**src/hw/rtl/srrw_pkg.sv**
```systemverilog
// Shared types, codes and constants of the selective-repeat receive window.
// No dependencies; imported by srrw_front, srrw_back and the top level.
package srrw_pkg;

    localparam int DefBufferDepth = 8;
    localparam int DefPayloadBits = 32;

    localparam logic [3:0] SEQ_FIRST = 4'd1;
    localparam logic [3:0] SEQ_TOP   = 4'd15;

    localparam logic [2:0]  CAPACITY_RESET = 3'd5;
    localparam logic [47:0] PEER_RESET     = 48'd0;

    // command field
    localparam logic [1:0] CMD_FRAME = 2'd0;
    localparam logic [1:0] CMD_READ  = 2'd1;
    localparam logic [1:0] CMD_TICK  = 2'd2;

    // frame_type field
    localparam logic [1:0] FRAME_DATA  = 2'd0;
    localparam logic [1:0] FRAME_PROBE = 2'd2;

    // result_kind field
    localparam logic [1:0] KIND_ACK   = 2'd0;
    localparam logic [1:0] KIND_MSG   = 2'd1;
    localparam logic [1:0] KIND_EMPTY = 2'd2;

    // configuration register indexes
    localparam logic CFG_CAPACITY = 1'b0;
    localparam logic CFG_PEER     = 1'b1;

    typedef enum logic [2:0] {
        OP_DATA  = 3'd0,
        OP_PROBE = 3'd1,
        OP_READ  = 3'd2,
        OP_TICK  = 3'd3,
        OP_NONE  = 3'd4
    } op_t;

    typedef struct packed {
        op_t        op;
        logic [3:0] seq;
    } cmd_t;

    function automatic logic [3:0] seq_after(input logic [3:0] s);
        return (s == SEQ_TOP) ? SEQ_FIRST : s + 4'd1;
    endfunction

    function automatic logic [3:0] seq_before(input logic [3:0] s);
        return (s == SEQ_FIRST) ? SEQ_TOP : s - 4'd1;
    endfunction

endpackage

```
**src/hw/rtl/srrw_front.sv**
```systemverilog
// Front part: classify an accepted request and hold it in a two-entry queue.
// Depends on srrw_pkg.
module srrw_front #(
    parameter int PAYLOAD_BITS = srrw_pkg::DefPayloadBits
) (
    input  logic                    clk,
    input  logic                    rst_n,
    input  logic                    start,
    output logic                    busy,
    input  logic [1:0]              command,
    input  logic [1:0]              frame_type,
    input  logic [3:0]              frame_seq,
    input  logic [PAYLOAD_BITS-1:0] frame_payload,
    input  logic [47:0]             source_address,
    input  logic [47:0]             peer_address,
    output logic                    head_valid,
    output srrw_pkg::cmd_t          head_cmd,
    output logic [PAYLOAD_BITS-1:0] head_payload,
    input  logic                    pop
);
    import srrw_pkg::*;

    cmd_t                    cmd_q [2];
    logic [PAYLOAD_BITS-1:0] pay_q [2];
    logic                    wr_ptr_reg;
    logic                    rd_ptr_reg;
    logic [1:0]              count_reg;
    op_t                     op;
    logic                    push;

    // drop foreign frames, acks and unknown codes here
    always_comb
    begin
        op = OP_NONE;
        unique case (command)
            CMD_FRAME:
            begin
                if (source_address == peer_address)
                begin
                    if (frame_type == FRAME_DATA)
                        op = OP_DATA;
                    else if (frame_type == FRAME_PROBE)
                        op = OP_PROBE;
                end
            end
            CMD_READ: op = OP_READ;
            CMD_TICK: op = OP_TICK;
            default:  op = OP_NONE;
        endcase
    end

    assign busy       = (count_reg == 2'd2);
    assign push       = start && !busy && (op != OP_NONE);
    assign head_valid = (count_reg != 2'd0);
    assign head_cmd     = cmd_q[rd_ptr_reg];
    assign head_payload = pay_q[rd_ptr_reg];

    always_ff @(posedge clk)
    begin
        if (push)
        begin
            cmd_q[wr_ptr_reg] <= '{op: op, seq: frame_seq};
            pay_q[wr_ptr_reg] <= frame_payload;
        end
    end

    always_ff @(posedge clk or negedge rst_n)
    begin
        if (!rst_n)
        begin
            wr_ptr_reg <= 1'b0;
            rd_ptr_reg <= 1'b0;
            count_reg  <= 2'd0;
        end
        else
        begin
            if (push)
                wr_ptr_reg <= ~wr_ptr_reg;
            if (pop)
                rd_ptr_reg <= ~rd_ptr_reg;
            if (push && !pop)
                count_reg <= count_reg + 2'd1;
            else if (pop && !push)
                count_reg <= count_reg - 2'd1;
        end
    end

endmodule

```
**src/hw/rtl/srrw_back.sv**
```systemverilog
// Back part: window state, slot buffer and the slot walks; drives results.
// Depends on srrw_pkg.
module srrw_back #(
    parameter int BUFFER_DEPTH = srrw_pkg::DefBufferDepth,
    parameter int PAYLOAD_BITS = srrw_pkg::DefPayloadBits
) (
    input  logic                    clk,
    input  logic                    rst_n,
    input  logic [2:0]              window_capacity,
    input  logic                    head_valid,
    input  srrw_pkg::cmd_t          head_cmd,
    input  logic [PAYLOAD_BITS-1:0] head_payload,
    output logic                    pop,
    output logic                    result_valid,
    output logic [1:0]              result_kind,
    output logic [3:0]              ack_seq,
    output logic [2:0]              ack_window,
    output logic [PAYLOAD_BITS-1:0] message_out
);
    import srrw_pkg::*;

    localparam int IW = (BUFFER_DEPTH > 1) ? $clog2(BUFFER_DEPTH) : 1;
    localparam int KW = $clog2(BUFFER_DEPTH + 1);

    typedef enum logic [2:0] {
        ST_IDLE   = 3'b001,
        ST_SCAN   = 3'b010,
        ST_SEARCH = 3'b100
    } state_t;

    function automatic logic [IW-1:0] idx_inc(input logic [IW-1:0] i);
        return (i == IW'(BUFFER_DEPTH - 1)) ? '0 : i + 1'b1;
    endfunction

    logic [PAYLOAD_BITS-1:0] slot_payload [BUFFER_DEPTH];
    logic [3:0]              slot_seq_reg [BUFFER_DEPTH];
    logic [BUFFER_DEPTH-1:0] slot_full_reg;

    state_t     state_reg, state_next;
    logic [IW-1:0] wi_reg, wi_next, ri_reg, ri_next;
    logic [IW-1:0] pos_reg, pos_next, idx_reg, idx_next;
    logic [3:0] ne_reg, ne_next, rc_reg, rc_next;
    logic [2:0] fw_reg, fw_next;
    logic       ns_reg, ns_next;
    logic [3:0] last_reg, last_next, e_reg, e_next, cur_seq_reg, cur_seq_next;
    logic [KW-1:0] scan_k_reg, scan_k_next;
    logic [2:0] srch_k_reg, srch_k_next;
    logic [PAYLOAD_BITS-1:0] cur_pay_reg;

    logic       rv_next;
    logic [1:0] kind_next, kind_reg;
    logic [3:0] aseq_next, aseq_reg;
    logic [2:0] awin_next, awin_reg;
    logic       rv_reg;
    logic [PAYLOAD_BITS-1:0] msg_reg;

    logic                    store_en, read_en;
    logic [IW-1:0]           store_idx;
    logic [3:0]              store_seq;
    logic [PAYLOAD_BITS-1:0] store_data;

    always_comb
    begin
        state_next   = state_reg;
        wi_next      = wi_reg;
        ri_next      = ri_reg;
        pos_next     = pos_reg;
        idx_next     = idx_reg;
        ne_next      = ne_reg;
        rc_next      = rc_reg;
        fw_next      = fw_reg;
        ns_next      = ns_reg;
        last_next    = last_reg;
        e_next       = e_reg;
        cur_seq_next = cur_seq_reg;
        scan_k_next  = scan_k_reg;
        srch_k_next  = srch_k_reg;
        rv_next      = 1'b0;
        kind_next    = KIND_ACK;
        aseq_next    = 4'd0;
        awin_next    = 3'd0;
        pop          = 1'b0;
        store_en     = 1'b0;
        read_en      = 1'b0;
        store_idx    = wi_reg;
        store_seq    = head_cmd.seq;
        store_data   = head_payload;
        unique case (state_reg)
            ST_IDLE:
            begin
                if (head_valid)
                begin
                    pop = 1'b1;
                    unique case (head_cmd.op)
                        OP_DATA:
                        begin
                            cur_seq_next = head_cmd.seq;
                            if (head_cmd.seq == ne_reg && fw_reg != 3'd0)
                            begin
                                store_en    = 1'b1;
                                fw_next     = fw_reg - 3'd1;
                                if (rc_reg != 4'd15)
                                    rc_next = rc_reg + 4'd1;
                                if (fw_reg == 3'd1)
                                    ns_next = 1'b1;
                                last_next   = head_cmd.seq;
                                idx_next    = wi_reg;
                                pos_next    = idx_inc(wi_reg);
                                scan_k_next = KW'(1);
                                state_next  = ST_SCAN;
                            end
                            else
                            begin
                                e_next      = ne_reg;
                                pos_next    = wi_reg;
                                srch_k_next = 3'd0;
                                state_next  = ST_SEARCH;
                            end
                        end
                        OP_PROBE:
                        begin
                            rv_next   = 1'b1;
                            aseq_next = head_cmd.seq;
                            awin_next = fw_reg;
                        end
                        OP_READ:
                        begin
                            rv_next = 1'b1;
                            if (rc_reg == 4'd0)
                                kind_next = KIND_EMPTY;
                            else
                            begin
                                kind_next = KIND_MSG;
                                read_en   = 1'b1;
                                ri_next   = idx_inc(ri_reg);
                                rc_next   = rc_reg - 4'd1;
                                if (fw_reg < window_capacity)
                                    fw_next = fw_reg + 3'd1;
                            end
                        end
                        OP_TICK:
                        begin
                            if (ns_reg && fw_reg != 3'd0)
                            begin
                                rv_next   = 1'b1;
                                aseq_next = seq_before(ne_reg);
                                awin_next = fw_reg;
                                ns_next   = 1'b0;
                            end
                        end
                        default: ;
                    endcase
                end
            end
            ST_SCAN:
            begin
                // absorb buffered slots while their numbers run on
                if (scan_k_reg == KW'(BUFFER_DEPTH) || fw_reg == 3'd0
                    || !slot_full_reg[pos_reg]
                    || slot_seq_reg[pos_reg] != seq_after(last_reg))
                begin
                    wi_next    = idx_inc(idx_reg);
                    ne_next    = seq_after(last_reg);
                    rv_next    = 1'b1;
                    aseq_next  = last_reg;
                    awin_next  = fw_reg;
                    state_next = ST_IDLE;
                end
                else
                begin
                    last_next = seq_after(last_reg);
                    idx_next  = pos_reg;
                    fw_next   = fw_reg - 3'd1;
                    if (rc_reg != 4'd15)
                        rc_next = rc_reg + 4'd1;
                    if (fw_reg == 3'd1)
                        ns_next = 1'b1;
                    pos_next    = idx_inc(pos_reg);
                    scan_k_next = scan_k_reg + 1'b1;
                end
            end
            ST_SEARCH:
            begin
                store_idx  = pos_reg;
                store_seq  = cur_seq_reg;
                store_data = cur_pay_reg;
                if (srch_k_reg >= fw_reg || cur_seq_reg == e_reg)
                begin
                    if (srch_k_reg < fw_reg
                        && !(slot_full_reg[pos_reg] && slot_seq_reg[pos_reg] == cur_seq_reg))
                        store_en = 1'b1;
                    rv_next    = 1'b1;
                    aseq_next  = seq_before(ne_reg);
                    awin_next  = fw_reg;
                    state_next = ST_IDLE;
                end
                else
                begin
                    e_next      = seq_after(e_reg);
                    pos_next    = idx_inc(pos_reg);
                    srch_k_next = srch_k_reg + 3'd1;
                end
            end
            default: state_next = ST_IDLE;
        endcase
    end

    // payload buffer, registered read straight into the result register
    always_ff @(posedge clk)
    begin
        if (store_en)
            slot_payload[store_idx] <= store_data;
        msg_reg <= read_en ? slot_payload[ri_reg] : '0;
        if (pop)
            cur_pay_reg <= head_payload;
        kind_reg <= kind_next;
        aseq_reg <= aseq_next;
        awin_reg <= awin_next;
    end

    always_ff @(posedge clk or negedge rst_n)
    begin
        if (!rst_n)
        begin
            state_reg     <= ST_IDLE;
            slot_full_reg <= '0;
            for (int i = 0; i < BUFFER_DEPTH; i++)
                slot_seq_reg[i] <= 4'd0;
            wi_reg      <= '0;
            ri_reg      <= '0;
            pos_reg     <= '0;
            idx_reg     <= '0;
            ne_reg      <= SEQ_FIRST;
            rc_reg      <= 4'd0;
            fw_reg      <= CAPACITY_RESET;
            ns_reg      <= 1'b0;
            last_reg    <= 4'd0;
            e_reg       <= 4'd0;
            cur_seq_reg <= 4'd0;
            scan_k_reg  <= '0;
            srch_k_reg  <= 3'd0;
            rv_reg      <= 1'b0;
        end
        else
        begin
            state_reg <= state_next;
            if (store_en)
            begin
                slot_full_reg[store_idx] <= 1'b1;
                slot_seq_reg[store_idx]  <= store_seq;
            end
            if (read_en)
                slot_full_reg[ri_reg] <= 1'b0;
            wi_reg      <= wi_next;
            ri_reg      <= ri_next;
            pos_reg     <= pos_next;
            idx_reg     <= idx_next;
            ne_reg      <= ne_next;
            rc_reg      <= rc_next;
            fw_reg      <= fw_next;
            ns_reg      <= ns_next;
            last_reg    <= last_next;
            e_reg       <= e_next;
            cur_seq_reg <= cur_seq_next;
            scan_k_reg  <= scan_k_next;
            srch_k_reg  <= srch_k_next;
            rv_reg      <= rv_next;
        end
    end

    assign result_valid = rv_reg;
    assign result_kind  = kind_reg;
    assign ack_seq      = aseq_reg;
    assign ack_window   = awin_reg;
    assign message_out  = msg_reg;

    a_nospace_on_full: assert property (@(posedge clk) disable iff (!rst_n)
        $rose(ns_reg) |-> fw_reg == 3'd0)
        else $error("no_space set while window open");

    a_msg_fields: assert property (@(posedge clk) disable iff (!rst_n)
        (rv_reg && kind_reg == KIND_MSG) |-> (aseq_reg == 4'd0 && awin_reg == 3'd0))
        else $error("message result carries ack fields");

    a_search_bound: assert property (@(posedge clk) disable iff (!rst_n)
        (state_reg == ST_SEARCH) |-> srch_k_reg <= fw_reg)
        else $error("search ran past the window");

    a_scan_acks: assert property (@(posedge clk) disable iff (!rst_n)
        ($past(state_reg) == ST_SCAN && state_reg == ST_IDLE) |-> rv_reg)
        else $error("scan ended without an ack");

endmodule

```
**src/hw/rtl/selective_repeat_receive_window.sv**
```systemverilog
// Top level of the selective-repeat receive window: configuration registers
// and the front/back pair. Depends on srrw_pkg, srrw_front and srrw_back.
//
// Use: raise start with command and frame fields; the request is taken at a
// rising edge where start is high and busy is low. busy rises only when the
// two-entry request queue between front and back is full. Foreign frames,
// ack frames and unknown codes are dropped in the front and never queued.
// Each result (ACK, delivered message, or empty read) shows on result_kind,
// ack_seq, ack_window and message_out for exactly one cycle with
// result_valid high; the receiver cannot stall, so no result ever waits.
// Order: a probe, read or tick is queued in the front and answered from the
// back's result registers. An in-order data frame is stored and then scans on
// through absorbed buffered slots; an out-of-order frame runs the in-window
// search over the slots. The back walks one slot a cycle and handles one
// request at a time.
// Configuration: cfg_write with cfg_index (0 window_capacity, 1 peer_address)
// and cfg_data, to be written by the user only while idle; the block does not enforce it.
// Reset empties all slots, sets the expected sequence to 1 and the free window to 5; no clearing pass is needed.
module selective_repeat_receive_window #(
    parameter int BUFFER_DEPTH = srrw_pkg::DefBufferDepth,
    parameter int PAYLOAD_BITS = srrw_pkg::DefPayloadBits
) (
    input  logic                    clk,
    input  logic                    rst_n,
    input  logic                    cfg_write,
    input  logic                    cfg_index,
    input  logic [47:0]             cfg_data,
    input  logic                    start,
    output logic                    busy,
    input  logic [1:0]              command,
    input  logic [1:0]              frame_type,
    input  logic [3:0]              frame_seq,
    input  logic [PAYLOAD_BITS-1:0] frame_payload,
    input  logic [47:0]             source_address,
    output logic                    result_valid,
    output logic [1:0]              result_kind,
    output logic [3:0]              ack_seq,
    output logic [2:0]              ack_window,
    output logic [PAYLOAD_BITS-1:0] message_out
);
    import srrw_pkg::*;

    logic [2:0]              capacity_reg;
    logic [47:0]             peer_reg;
    logic                    head_valid;
    cmd_t                    head_cmd;
    logic [PAYLOAD_BITS-1:0] head_payload;
    logic                    pop;

    // hold configuration; the user writes only while the block is idle, which it does not enforce
    always_ff @(posedge clk or negedge rst_n)
    begin
        if (!rst_n)
        begin
            capacity_reg <= CAPACITY_RESET;
            peer_reg     <= PEER_RESET;
        end
        else if (cfg_write)
        begin
            unique case (cfg_index)
                CFG_CAPACITY: capacity_reg <= cfg_data[2:0];
                CFG_PEER:     peer_reg     <= cfg_data;
                default:      ;
            endcase
        end
    end

    // classify and queue requests
    srrw_front #(
        .PAYLOAD_BITS(PAYLOAD_BITS)
    ) u_front (
        .clk           (clk),
        .rst_n         (rst_n),
        .start         (start),
        .busy          (busy),
        .command       (command),
        .frame_type    (frame_type),
        .frame_seq     (frame_seq),
        .frame_payload (frame_payload),
        .source_address(source_address),
        .peer_address  (peer_reg),
        .head_valid    (head_valid),
        .head_cmd      (head_cmd),
        .head_payload  (head_payload),
        .pop           (pop)
    );

    // carry out requests against the window and slot buffer
    srrw_back #(
        .BUFFER_DEPTH(BUFFER_DEPTH),
        .PAYLOAD_BITS(PAYLOAD_BITS)
    ) u_back (
        .clk            (clk),
        .rst_n          (rst_n),
        .window_capacity(capacity_reg),
        .head_valid     (head_valid),
        .head_cmd       (head_cmd),
        .head_payload   (head_payload),
        .pop            (pop),
        .result_valid   (result_valid),
        .result_kind    (result_kind),
        .ack_seq        (ack_seq),
        .ack_window     (ack_window),
        .message_out    (message_out)
    );

endmodule
```
**config.mk**
```make
export PLATFORM = sky130hd
export DESIGN_NAME = selective_repeat_receive_window
export DESIGN_NICKNAME = d
export VERILOG_FILES = /design/src/hw/rtl/srrw_pkg.sv /design/src/hw/rtl/srrw_front.sv /design/src/hw/rtl/srrw_back.sv /design/src/hw/rtl/selective_repeat_receive_window.sv
export SDC_FILE = /design/constraint.sdc
export NUM_CORES = 1
export LEC_CHECK = 0
export BUFFER_PORTS_ARGS = -buffer_cell sky130_fd_sc_hd__clkbuf_2
export CAP_MARGIN = 0
export CELL_PAD_IN_SITES_DETAIL_PLACEMENT = 1
export CELL_PAD_IN_SITES_GLOBAL_PLACEMENT = 2
export CORE_MARGIN = 1
export CORE_UTILIZATION = 47
export CTS_BUF_LIST = sky130_fd_sc_hd__clkbuf_16
export DETAILED_ROUTE_END_ITERATION = 10
export GPL_TIMING_DRIVEN = 0
export PLACE_DENSITY = 0.85
export SETUP_SLACK_MARGIN = 0.1
export SYNTH_ARGS = -nofsm -noshare
export SYNTH_HDL_FRONTEND = slang
export SYNTH_SLANG_ARGS = --single-unit
```
**constraint.sdc**
```tcl
create_clock -name clk -period 6.85 [get_ports clk]
set_input_delay 0.685 -clock clk [delete_from_list [all_inputs] [get_ports clk]]
set_output_delay 0.685 -clock clk [all_outputs]
set_load 0.05 [all_outputs]
```
======== Word level (Yosys, flattened, before mapping) ========
Memory sizes are Yosys's and may differ from the RTL's. A register that Yosys moved wholly into a read port is not among the register bits.
Cells that the tools add are included.
word-level totals
  logic and storage cells ................. 280
  register bits after elaboration ......... 183
  memories ................................ 3
  output and inout bits ................... 43
  memory bits (writable) .................. 334
  input port bits ......................... 141
operators by class
  bitwise logic cells ..................... 9
  eq/ne operators ......................... 40
  add/subtract/negate cells ............... 15
  $lt $le $gt $ge ......................... 11
  multiplexer cells ....................... 123
  reductions and logical operators ........ 46
memories
  name                 depth  bits a word  rd ports  clocked after Yosys merged registers in  wr ports  RTL line          source
  u_back.slot_payload  8      32           1         1                                        1         srrw_back.sv:35   logic [PAYLOAD_BITS-1:0] slot_payload [BUFFER_DEPTH];
  u_front.pay_q        2      32           1         0                                        1         srrw_front.sv:24  logic [PAYLOAD_BITS-1:0] pay_q [2];
  u_front.cmd_q        2      7            1         0                                        1         srrw_front.sv:23  cmd_t cmd_q [2];
operator list
  operator                                                    number
  two-way mux 4 bit                                           28
  two-way mux 3 bit                                           35
  equality test 48 bit                                        1
  case mux 4 bit (2 select lines)                             6
  case mux 3 bit (3 select lines)                             4
  bitwise mux 32 bit                                          1
  two-way mux 32 bit                                          1
  case mux 3 bit (2 select lines)                             5
  two-way mux 1 bit                                           27
  adder 3 x 1 -> 3 bit, second input constant                 6
  adder 4 x 1 -> 4 bit, second input constant                 4
  two-way mux 8 bit                                           2
  equality test 3 bit, second input constant                  5
  AND reduction 5 bit                                         3
  binary-select mux 4 bit (select 3 bit)                      1
  demux 4 bit (select 3 bit)                                  1
  equality test 4 bit                                         3
  equality test 4 bit, second input constant                  3
  less-than comparator 3 x 4 -> 1 bit, second input constant  3
  != test 3 bit, second input constant                        4
  case mux 4 bit (3 select lines)                             1
  AND reduction 6 bit                                         2
  logical AND 1 bit                                           11
  != test 2 bit, second input constant                        5
  other kinds (40)                                            82

======== Longest topological paths before layout ========
Gate-level depths: netlist of run 1.
  depth in word-level cells ............... 14
  depth in mapped cells ................... 11
  depth with buffers taken out ............ 11

======== Modules after synthesis ========
From an unflattened synthesis of run 1, not the netlist that was laid out.
second synthesis, totals
  cell total of the unflattened synthesis .. 1456
  area, all modules ....................... 22803.1 um^2
by module, submodules not included
  module                           seq. area each (um^2)  area an instance (um^2)  cells each  instances
  srrw_back                        11651.2                17186.5                  1124        1
  srrw_front                       2442.3                 3634.7                   223         1
  selective_repeat_receive_window  1278.7                 1981.9                   109         1

======== Worst setup path after synthesis of run 1 ========
No wires, ideal clock.
  path type ............................... in2reg
  start point ............................. input port command[1]
  end point ............................... memory u_front.cmd_q[0][0] (netlist name) (enable)
  path slack .............................. 2460 ps
  stages .................................. 8
  path buffers ............................ 0
  arrival ................................. 3950 ps
  required time ........................... 6410 ps
  library setup time ...................... 440 ps
  path through ............................ inv_1 > ha_1 > inv_1 > or4_1 > nor4_1 > nor3_1 > nor3b_2 > nor2b_1
between the ends
  word-level cells in the longest chain between the ends .. 6
  elaborated cells on any way between the ends .. 8
  classes of those cells .................. eq/ne (3); mux (3); reduce/logical (2)
RTL lines
  what                                         RTL line                               source
  from (decl)                                  selective_repeat_receive_window.sv:30  input logic [1:0] command,
  equality test 2 bit (tied with other cells)  srrw_front.sv:35                       unique case (command)
  case mux 3 bit (3 select lines) *            srrw_front.sv:35
  != test 3 bit *                              srrw_front.sv:53                       assign push = start && !busy && (op != OP_NONE);
  logical AND 1 bit *                          srrw_front.sv:53
  two-way mux 1 bit *                          srrw_front.sv:60                       if (push)
  two-way mux 1 bit (implied by the code) *    srrw_front.sv:62                       cmd_q[wr_ptr_reg] <= '{op: op, seq: frame_seq};
  to (decl)                                    srrw_front.sv:23
Mark *: on every way between the ends. The rest lies on a longest branch, timed or not.

======== Final worst setup path of run 1 ========
  start point ............................. register u_back.state_reg[0]
  end point ............................... register u_back.slot_seq_reg[16] (netlist name)
between the ends
  word-level cells in the longest chain between the ends .. 8
  elaborated cells on any way between the ends .. 12
  classes of those cells .................. order compare (2); eq/ne (2); mux (6); bitwise (1); reduce/logical (1)
RTL lines
  what                                                                                              RTL line          source
  from (decl)                                                                                       srrw_back.sv:39   state_t state_reg, state_next;
  from (signal assigned)                                                                            srrw_back.sv:246  state_reg <= state_next;
  equality test 3 bit                                                                               srrw_back.sv:88   unique case (state_reg)
  two-way mux 3 bit                                                                                 srrw_back.sv:88
  NOT 3 -> 4 bit (implied by the code)                                                              srrw_back.sv:250  slot_seq_reg[store_idx] <= store_seq;
  >= comparator 4 bit (implied by the code) or less-than comparator 4 x 1 -> 1 bit (tied branches)  srrw_back.sv:250
  logical AND 1 bit (implied by the code)                                                           srrw_back.sv:250
  two-way mux 4 bit (implied by the code)                                                           srrw_back.sv:250
  demux 4 bit (select 3 bit)                                                                        srrw_back.sv:250
  bitwise mux 32 bit                                                                                srrw_back.sv:250
  to (signal, indexed assignment)                                                                   srrw_back.sv:250
  to (decl)                                                                                         srrw_back.sv:36   logic [3:0] slot_seq_reg [BUFFER_DEPTH];
Parallel ways exist; a longest one is shown, timed or not.
A chain may end at the register's enable or synchronous reset.

==> results of run 1 <==
==> cell usage after synthesis (all sizes together), types with 25 or more instances <==
library cell	n	area, sq um
mux2	123	1400
dfrtp	136	3400
edfxtp	366	11000
clkbuf	32	120
mux2i	64	652
nand2	44	168
ha	28	350
nor2	157	589
inv	33	124
a21oi	39	203
o21ai	41	216
mux4	64	1440
buf	25	149
xor2	54	473
dfxtp	41	821
==> power by group through the flow <==
stage	Sequential (mW)	Combinational (mW)	Clock, mW
2_1_floorplan	4.51	1.74	0
3_5_place_dp	4.45	2.63	0
6_report	4.38	2.62	3.07
4_1_cts	4.38	2.66	3.14
5_1_grt	4.43	2.85	3.23
3_3_place_gp	4.43	2.50	0
==> area by class of cell <==
type | count | area, sq um | area share
antenna | 1 | 2.50 | 0.0000942
sequential | 549 | 15400 | 0.579
buffer | 58 | 302 | 0.0114
timing repair buffer | 195 | 1220 | 0.0461
clock inverter | 50 | 465 | 0.0175
tap | 615 | 769 | 0.0290
clock buffer | 56 | 1400 | 0.0528
multi-input combinational | 793 | 6900 | 0.260
inverter | 33 | 124 | 0.00466
==> per-layer routing <==
metal | up-vias | global-route usage
met5 | - | 0
li1 | 5888 | -
met1 | 6618 | 0.290
met2 | 313 | 0.406
met3 | 82 | 0.0437
met4 | 2 | 0.0621
==> worst max-delay path, delay by kind of cell (launching register included) <==
family / cells / cell delay, ns
compound gates: 3 / 1.14
buf+inv: 4 / 1.37
flops: 1 / 0.54
mux: 1 / 0.34
simple gates: 3 / 0.94
==> through the flow <==
step / worst slack, ns / instance area (sq um) / power [mW] / util
5_1_grt: 2.10 / 26600 / 10.5 / 0.557
4_1_cts: 2.29 / 26600 / 10.2 / 0.557
2_1_floorplan: 2.46 / 22700 / 6.25 / -
3_3_place_gp: 0.278 / 24300 / 6.94 / 0.511
3_5_place_dp: 2.29 / 24700 / 7.08 / 0.518
6_report: 2.39 / 26600 / 10.1 / 0.557
==> worst paths after layout <==
check	startpoint	to	slack, ns	cells past startpoint
max	u_back.state_reg[0]	u_back.slot_seq_reg[16]	2.39	11
min	rst_n	u_back.scan_k_reg[1]	0.12	1
max reg2reg	u_back.state_reg[0]	u_back.slot_seq_reg[16]	2.39	11
min reg2reg	u_back.slot_seq_reg[13]	u_back.slot_seq_reg[13]	0.50	1
max in group asynchronous	rst_n	capacity_reg[2]	5.91	2
min in group clk	frame_payload[15]	u_front.pay_q[0][15]	0.25	1
==> logic make-up after synthesis <==
group	synth area share
flops	0.679
simple gates	0.0623
mux	0.154
compound gates	0.0438
buf+inv	0.0188
xor+xnor	0.0271
fa+ha+maj	0.0155
==> results.toml, run 1 <==
[route]
wl_per_cell_um = 23.4
routed_wl_mm = 55.1
routed-wl-met3_mm = 3.05
drcViolationCount = 0
ant_nets = 0
top_layer = "met5"
vias = 12900
first_pass_iters = 6
vias_per_cell = 5.49
drt-initial-drc-count = 819
wl_met1_mm = 22.6
dr_wl_met2_mm = 28.4

[power]
intPower_mw = 6.95
ir_drop_uv = 238
p_per_area_nw_per_um2 = 379
p_seq_frac = 0.435
power_leakage_nw = 10.2
switching_power_mw = 3.12
comb_power_share = 0.260
p_sw_frac = 0.310
clkPwrFrac = 0.305

[logic_synthesis]
synth_enable_flop_cells = 366
yosysSeqAreaShare = 0.679
syn_area_sq_um = 22700
ys_ff_latch = 549
avgSynthCellArea_sq_um = 15.8
ys_async_sr_fraction = 0.259
yosys_warnings = 0
synth_nets = 1602
syn_inst = 1433
yosysUniqueCellTypes = 81
synth_ff_type = "edfxtp_1"

[placement]
io_buffer_count = 183
dp.cells = 2243
place_congestion = 0.789
hpwlAfterDp_mm = 38.0

[global_route]
grt_max_degree = 87
grt_pass1_wl_mm = 84.8
grt_antenna_before_repair = 3
grt_overflow = 0
track_usage = 0.230
grt_pass1_vias = 14300

[outcome]
status = "finished clean"

[sta]
final_max_slew_viol_count = 0
finalSetupViolCount = 0
fin_crit_ns = 4.46
fin_tns_setup_ns = 0
fmax_mhz = 224
rsz0062_at_grt = "no"
skew_ns = 0.0412
hold_viol = 0
relSlewSlack = 0.193
final.hold.worst_slack_ns = 0.116
worstMarginPinSlew_ns = 1.21
period_share = 0.652

[setup_path]
worstPathCellList = "nor3b_1 -> o21ai_2 -> inv_2 -> and2_2 -> and3_1 -> buf_2 -> a2bb2oi_2 -> a21boi_4 -> buf_16 -> buf_16 -> mux2_2"
worstPathRequired_ns = 7.35
crit_path_max_incr_delay_ns = 0.75
worst_ep_arrival_time_ns = 4.97
crit_path_end_kind = "flip-flop"
crit_fanout = 36
worstSetupPathType = "flip-flop to flip-flop"
slowest_stage = "inv_2"
worstSetupStartpointType = "flip-flop"
critPathMostFrequentCell = "buf_16"

[clocking]
htree_levels = 2
clkSinkCount = 549
clkTransAtPathRegs_ns = 0.06
cts_buffers = 56
cts_resized = 0
clk_path_buf_depth = 3
cts_root_buf = "clkbuf_16"
clkLatencyLatePin_ns = 0.64
postCtsSetupBuffers = 0
ctsHoldBuffers = 0
cts_tree = "built"

[cells_and_area]
largest_reg_flops = 256
fill_cells = 4571
mostFrequentLayoutCells = "edfxtp_1, clkbuf_2, nor2_1"
fin_cells = 2350
layout_commonest_cell = "edfxtp_1"
area_growth_pct = 17.2
final_layout_size_suffix_gt1_frac = 0.303
fin_nets = 1855

[die]
chipHeight_um = 222
coreArea_sq_um = 47600
die_w_um = 222
ios = 184
std_cell_rows = 80
dieArea_sq_um = 49100
start_util = 0.475

[job]
cap_violations = 0

[hold_path]
hold_class = "input pin to async pin"
(Power assumes the default switching activity.)
==> inputs of run 2 (changes only) <==
CORE_UTILIZATION = 44   (was 47)
PLACE_DENSITY = 0.81   (was 0.85)
clock period = 4.2 ns   (was 6.85 ns; I/O delays follow)
==> run 2 against run 1 <==
Compared with the run above:
- total power rose by 62%
- worst setup slack got worse by 1.9 ns
- register-to-register slack got worse by 1.9 ns
- combinational power rose by 65%
- clock-buffer cell count rose by 1
- die area rose by 6.8%
- sequential cell count did not move
- largest power group unchanged
==> results.toml, run 2 (synthesis gave the netlist of run 1 again) <==
[outcome]
status = "finished clean"

[sta]
worstMarginPinSlew_ns = 1.24
fin_tns_setup_ns = 0
fmax_mhz = 272
skew_ns = 0.0182
period_share = 0.874
setup_slack_ns = 0.530
fin_crit_ns = 3.67
finalSetupViolCount = 0
relSlewSlack = 0.172
hold_viol = 0
final_max_slew_viol_count = 0
rsz0062_at_grt = "no"

[die]
ios = 184
coreArea_sq_um = 50500
start_util = 0.449
dieArea_sq_um = 52400
std_cell_rows = 82
die_w_um = 229
chipHeight_um = 229

[route]
drt-initial-drc-count = 740
routed_wl_mm = 54.1
drcViolationCount = 0
vias_per_cell = 5.34
ant_nets = 0
wl_per_cell_um = 22.2
first_pass_iters = 5
vias = 13000

[setup_path]
crit_fanout = 36
worst_ep_arrival_time_ns = 4.16
worstSetupPathType = "flip-flop to flip-flop"
crit_path_end_kind = "flip-flop"
worstPathCellList = "nor3b_2 -> o21ai_2 -> inv_6 -> and2_2 -> and3_1 -> buf_2 -> a2bb2oi_2 -> a21oi_4 -> buf_16 -> mux2_2"
slowest_stage = "a21oi_4"
crit_path_max_incr_delay_ns = 0.56
worstSetupStartpointType = "flip-flop"
cp_top_family = "compound AO/OA/AOI/OAI gates"
path_buf_inv = 3
worstPathRequired_ns = 4.69

[global_route]
grt_pass1_wl_mm = 84.6
grt_pass1_vias = 14500
grt_antenna_before_repair = 2
grt_max_degree = 84
grt_overflow = 0
track_usage = 0.212

[cells_and_area]
largest_reg_flops = 256
fin_nets = 1891
seqCellArea_sq_um = 15400
multi_input_area_sq_um = 6900
fill_cells = 4955
final_layout_size_suffix_gt1_frac = 0.296
layout_commonest_cell = "edfxtp_1"
mostFrequentLayoutCells = "edfxtp_1, clkbuf_2, nor2_1"
area_growth_pct = 18.8

[power]
ir_drop_uv = 366
p_per_area_nw_per_um2 = 608
power_leakage_nw = 10.3

[clocking]
clkLatencyLatePin_ns = 0.61
cts_tree = "built"
htree_levels = 2
cts_buffers = 56
cts_root_buf = "clkbuf_16"
clkTransAtPathRegs_ns = 0.06
clk_path_buf_depth = 3
clkSinkCount = 549

[placement]
hpwlAfterDp_mm = 37.3
place_congestion = 0.802
post-place-ws_ns = -0.502
io_buffer_count = 183

[job]
cap_violations = 0

[hold_path]
hold_class = "input pin to flip-flop"
run 2: stage by stage:
step	hold slack, ns	instances	instance area (sq um)	utilization	power, mW
6_report	0.0263	2442	26900	0.533	16.4
5_1_grt	0.0126	2442	26900	0.533	17.1
4_1_cts	0.00118	2441	26900	0.533	16.6
3_5_place_dp	0.441	2297	24700	0.489	11.6
3_3_place_gp	0.486	2288	24400	0.484	11.3
2_1_floorplan	0.124	1433	22700	-	10.2
run 2: final timing paths:
kind,startpoint,endpoint,slack (ns),cells past startpoint
worst max-delay path,u_back.state_reg[0],u_back.slot_seq_reg[2],0.53,10
worst min-delay path,frame_payload[30],u_front.pay_q[1][30],0.03,1
worst max register to register,u_back.state_reg[0],u_back.slot_seq_reg[2],0.53,10
worst min register to register,u_back.slot_seq_reg[13],u_back.slot_seq_reg[13],0.51,1
max in group asynchronous,rst_n,u_back.fw_reg[2],3.02,3
min in group asynchronous,rst_n,u_back.rc_reg[1],0.35,2
run 2: what timing repair did:
item,in CTS,in global routing
buffers inserted,4,0
resized for setup,7,0
hold buffers,35,0
endpoints found under the setup margin,276,0
endpoints found under the hold margin,124,0
run 2: worst register-to-register path, stage by stage, from the launching register on:
cell and delay [ns]:
dfstp_2 0.55, nor3b_2 0.37, o21ai_2 0.31, inv_6 0.38, and2_2 0.23, and3_1 0.14, buf_2 0.22, a2bb2oi_2 0.19
a21oi_4 0.56, buf_16 0.24, mux2_2 0.34
run 2: layer usage:
metal,GRT usage,routed length [um]
met2,0.370,27200
met3,0.0420,2680
met4,0.0652,1370
met5,0,13
met1,0.265,22900
run 2: layout make-up:
cell class / count / share of cell area
clock buffers: 57 / 0.0530
well taps: 672 / 0.0312
multi-input cells: 793 / 0.256
plain buffers: 58 / 0.0112
clock inverters: 48 / 0.0144
repair buffers: 231 / 0.0573
inverters: 33 / 0.00516
flip-flops and latches: 549 / 0.571
diodes: 1 / 0.0000930
run 2: power by group:
group          switching (mW)  internal [mW]  total, mW
clock network            2.08           2.83       4.91
logic                    2.64           1.68       4.32
registers               0.329           6.81       7.14
total                    5.05           11.3       16.4
==> inputs of run 3 (changes only) <==
clock period = 3.9 ns   (was 4.2 ns; I/O delays follow)
==> run 3 against run 2 <==
Compared with the run above:
- total power grew 8.0%
- design area grew 1.7%
- critical path depth shrank 1
- via count grew 1.2%
- critical endpoint is now u_back.slot_payload[6][4]
- largest power group unchanged
- highest routed layer unchanged
==> results.toml, run 3 (synthesis gave the netlist of run 1 again) <==
[global_route]
grt_overflow = 0
grt_antenna_before_repair = 2
grt_max_degree = 84
grt_pass1_wl_mm = 85.6
track_usage = 0.215
grt_pass1_vias = 14800

[power]
p_per_area_nw_per_um2 = 646
power_leakage_nw = 10.5
ir_drop_uv = 396

[setup_path]
worstPathCellList = "buf_4 -> mux2i_1 -> xnor2_1 -> nor3_2 -> and3_1 -> buf_2 -> o2bb2ai_2 -> o21bai_2 -> inv_4"
worstSetupStartpointType = "flip-flop"
r2r_end = "u_back.slot_payload[6][4]"
reg2reg_from = "u_front.rd_ptr_reg"
r2r_slack_ns = 0.36
crit_fanout = 32
path_buf_inv = 3
crit_path_end_kind = "flip-flop"
slowest_stage = "mux2i_1"
crit_path_max_incr_delay_ns = 0.77
worstSetupPathType = "flip-flop to flip-flop"
worstPathRequired_ns = 4.14
cp_top_family = "buffers and inverters"
worst_ep_arrival_time_ns = 3.78
ff2ff_path_depth = 9
startpoint = "u_front.rd_ptr_reg"

[route]
wl_per_cell_um = 22.2
drcViolationCount = 0
first_pass_iters = 4
vias_per_cell = 5.32
vias = 13200
drt-initial-drc-count = 706
routed_wl_mm = 55.1
ant_nets = 0

[die]
std_cell_rows = 82
coreArea_sq_um = 50500
ios = 184
start_util = 0.449
die_w_um = 229
chipHeight_um = 229
dieArea_sq_um = 52400

[hold_path]
holdPathStages = 2
holdPathEnd = "peer_reg[0]"
holdCritStartpoint = "cfg_data[0]"
hold_class = "input pin to flip-flop"

[clocking]
clk_path_buf_depth = 3
clkLatencyLatePin_ns = 0.61
cts_tree = "built"
clkTransAtPathRegs_ns = 0.06
htree_levels = 2
cts_root_buf = "clkbuf_16"
cts_buffers = 56
clkSinkCount = 549

[sta]
skew_ns = 0.0168
final.hold.worst_slack_ns = 0.0262
fin_tns_setup_ns = 0
relSlewSlack = 0.210
hold_viol = 0
fin_crit_ns = 3.54
worstMarginPinSlew_ns = 1.18
fmax_mhz = 282
rsz0062_at_grt = "no"
finalSetupViolCount = 0
final_max_slew_viol_count = 0
period_share = 0.908

[cells_and_area]
fill_cells = 4927
area_growth_pct = 20.8
fin_cells = 2484
fin_nets = 1932
fin_util = 0.542
final_area_sq_um = 27400
final_layout_size_suffix_gt1_frac = 0.293
largest_reg_flops = 256
layout_commonest_cell = "edfxtp_1"
mostFrequentLayoutCells = "edfxtp_1, clkbuf_2, nor2_1"

[placement]
placed_area_sq_um = 24700
place_congestion = 0.802
io_buffer_count = 183
dp.cells = 2297
hpwlAfterDp_mm = 37.3

[outcome]
status = "finished clean"

[job]
cap_violations = 0
## run 3: cell count changes in the layout (fill, tap and decap cells not counted), sizes merged
cell	delta
dlygate4sd3	+34
buf	+7
diode	+1
## run 3: how the worst max path moves through the flow
stage                                       to  slack (ns)  cells after the start
floorplan               u_back.slot_seq_reg[0]       -0.12                      9
detailed placement     u_back.slot_seq_reg[27]       -0.80                     10
CTS                     u_back.slot_seq_reg[2]        0.13                     10
global placement        u_back.slot_seq_reg[2]       -2.40                      9
global route        u_back.slot_payload[4][27]        0.16                      9
finish               u_back.slot_payload[6][4]        0.36                      9
## run 3: per-stage QoR
step | setup WS [ns] | power (mW)
after global routing | 0.159 | 18.5
after CTS | 0.130 | 17.9
after global placement | -2.40 | 12.2
final | 0.359 | 17.7
after floorplan | -0.124 | 11.0
after detailed placement | -0.802 | 12.5
## run 3: repair_timing
action,CTS,global route
pin swaps,2,2
hold buffers,69,0
endpoints found under the hold margin,160,0
buffers inserted,4,7
endpoints found under the setup margin,292,38
resized for setup,7,0
## run 3: area by class of cell
| cell class | count | area, sq um | share of cell area |
|---|---|---|---|
| clock inverters | 48 | 387 | 0.0141 |
| repair buffers | 272 | 1990 | 0.0726 |
| plain buffers | 58 | 302 | 0.0110 |
| diodes | 2 | 5.00 | 0.000183 |
| clock buffers | 57 | 1430 | 0.0521 |
| well taps | 672 | 841 | 0.0307 |
| flip-flops and latches | 549 | 15400 | 0.562 |
| inverters | 33 | 139 | 0.00508 |
| multi-input cells | 793 | 6900 | 0.252 |
## run 3: routing by layer
layer  part of all wire  GRT usage
met1               0.42      0.265
met4              0.025     0.0669
met3              0.048     0.0412
met5            0.00024          0
met2               0.51      0.380
## run 3: power by group
part	total [mW]	internal, mW	switching (mW)
sequential	7.69	7.33	0.357
combinational	4.70	1.84	2.86
clock	5.29	3.05	2.25
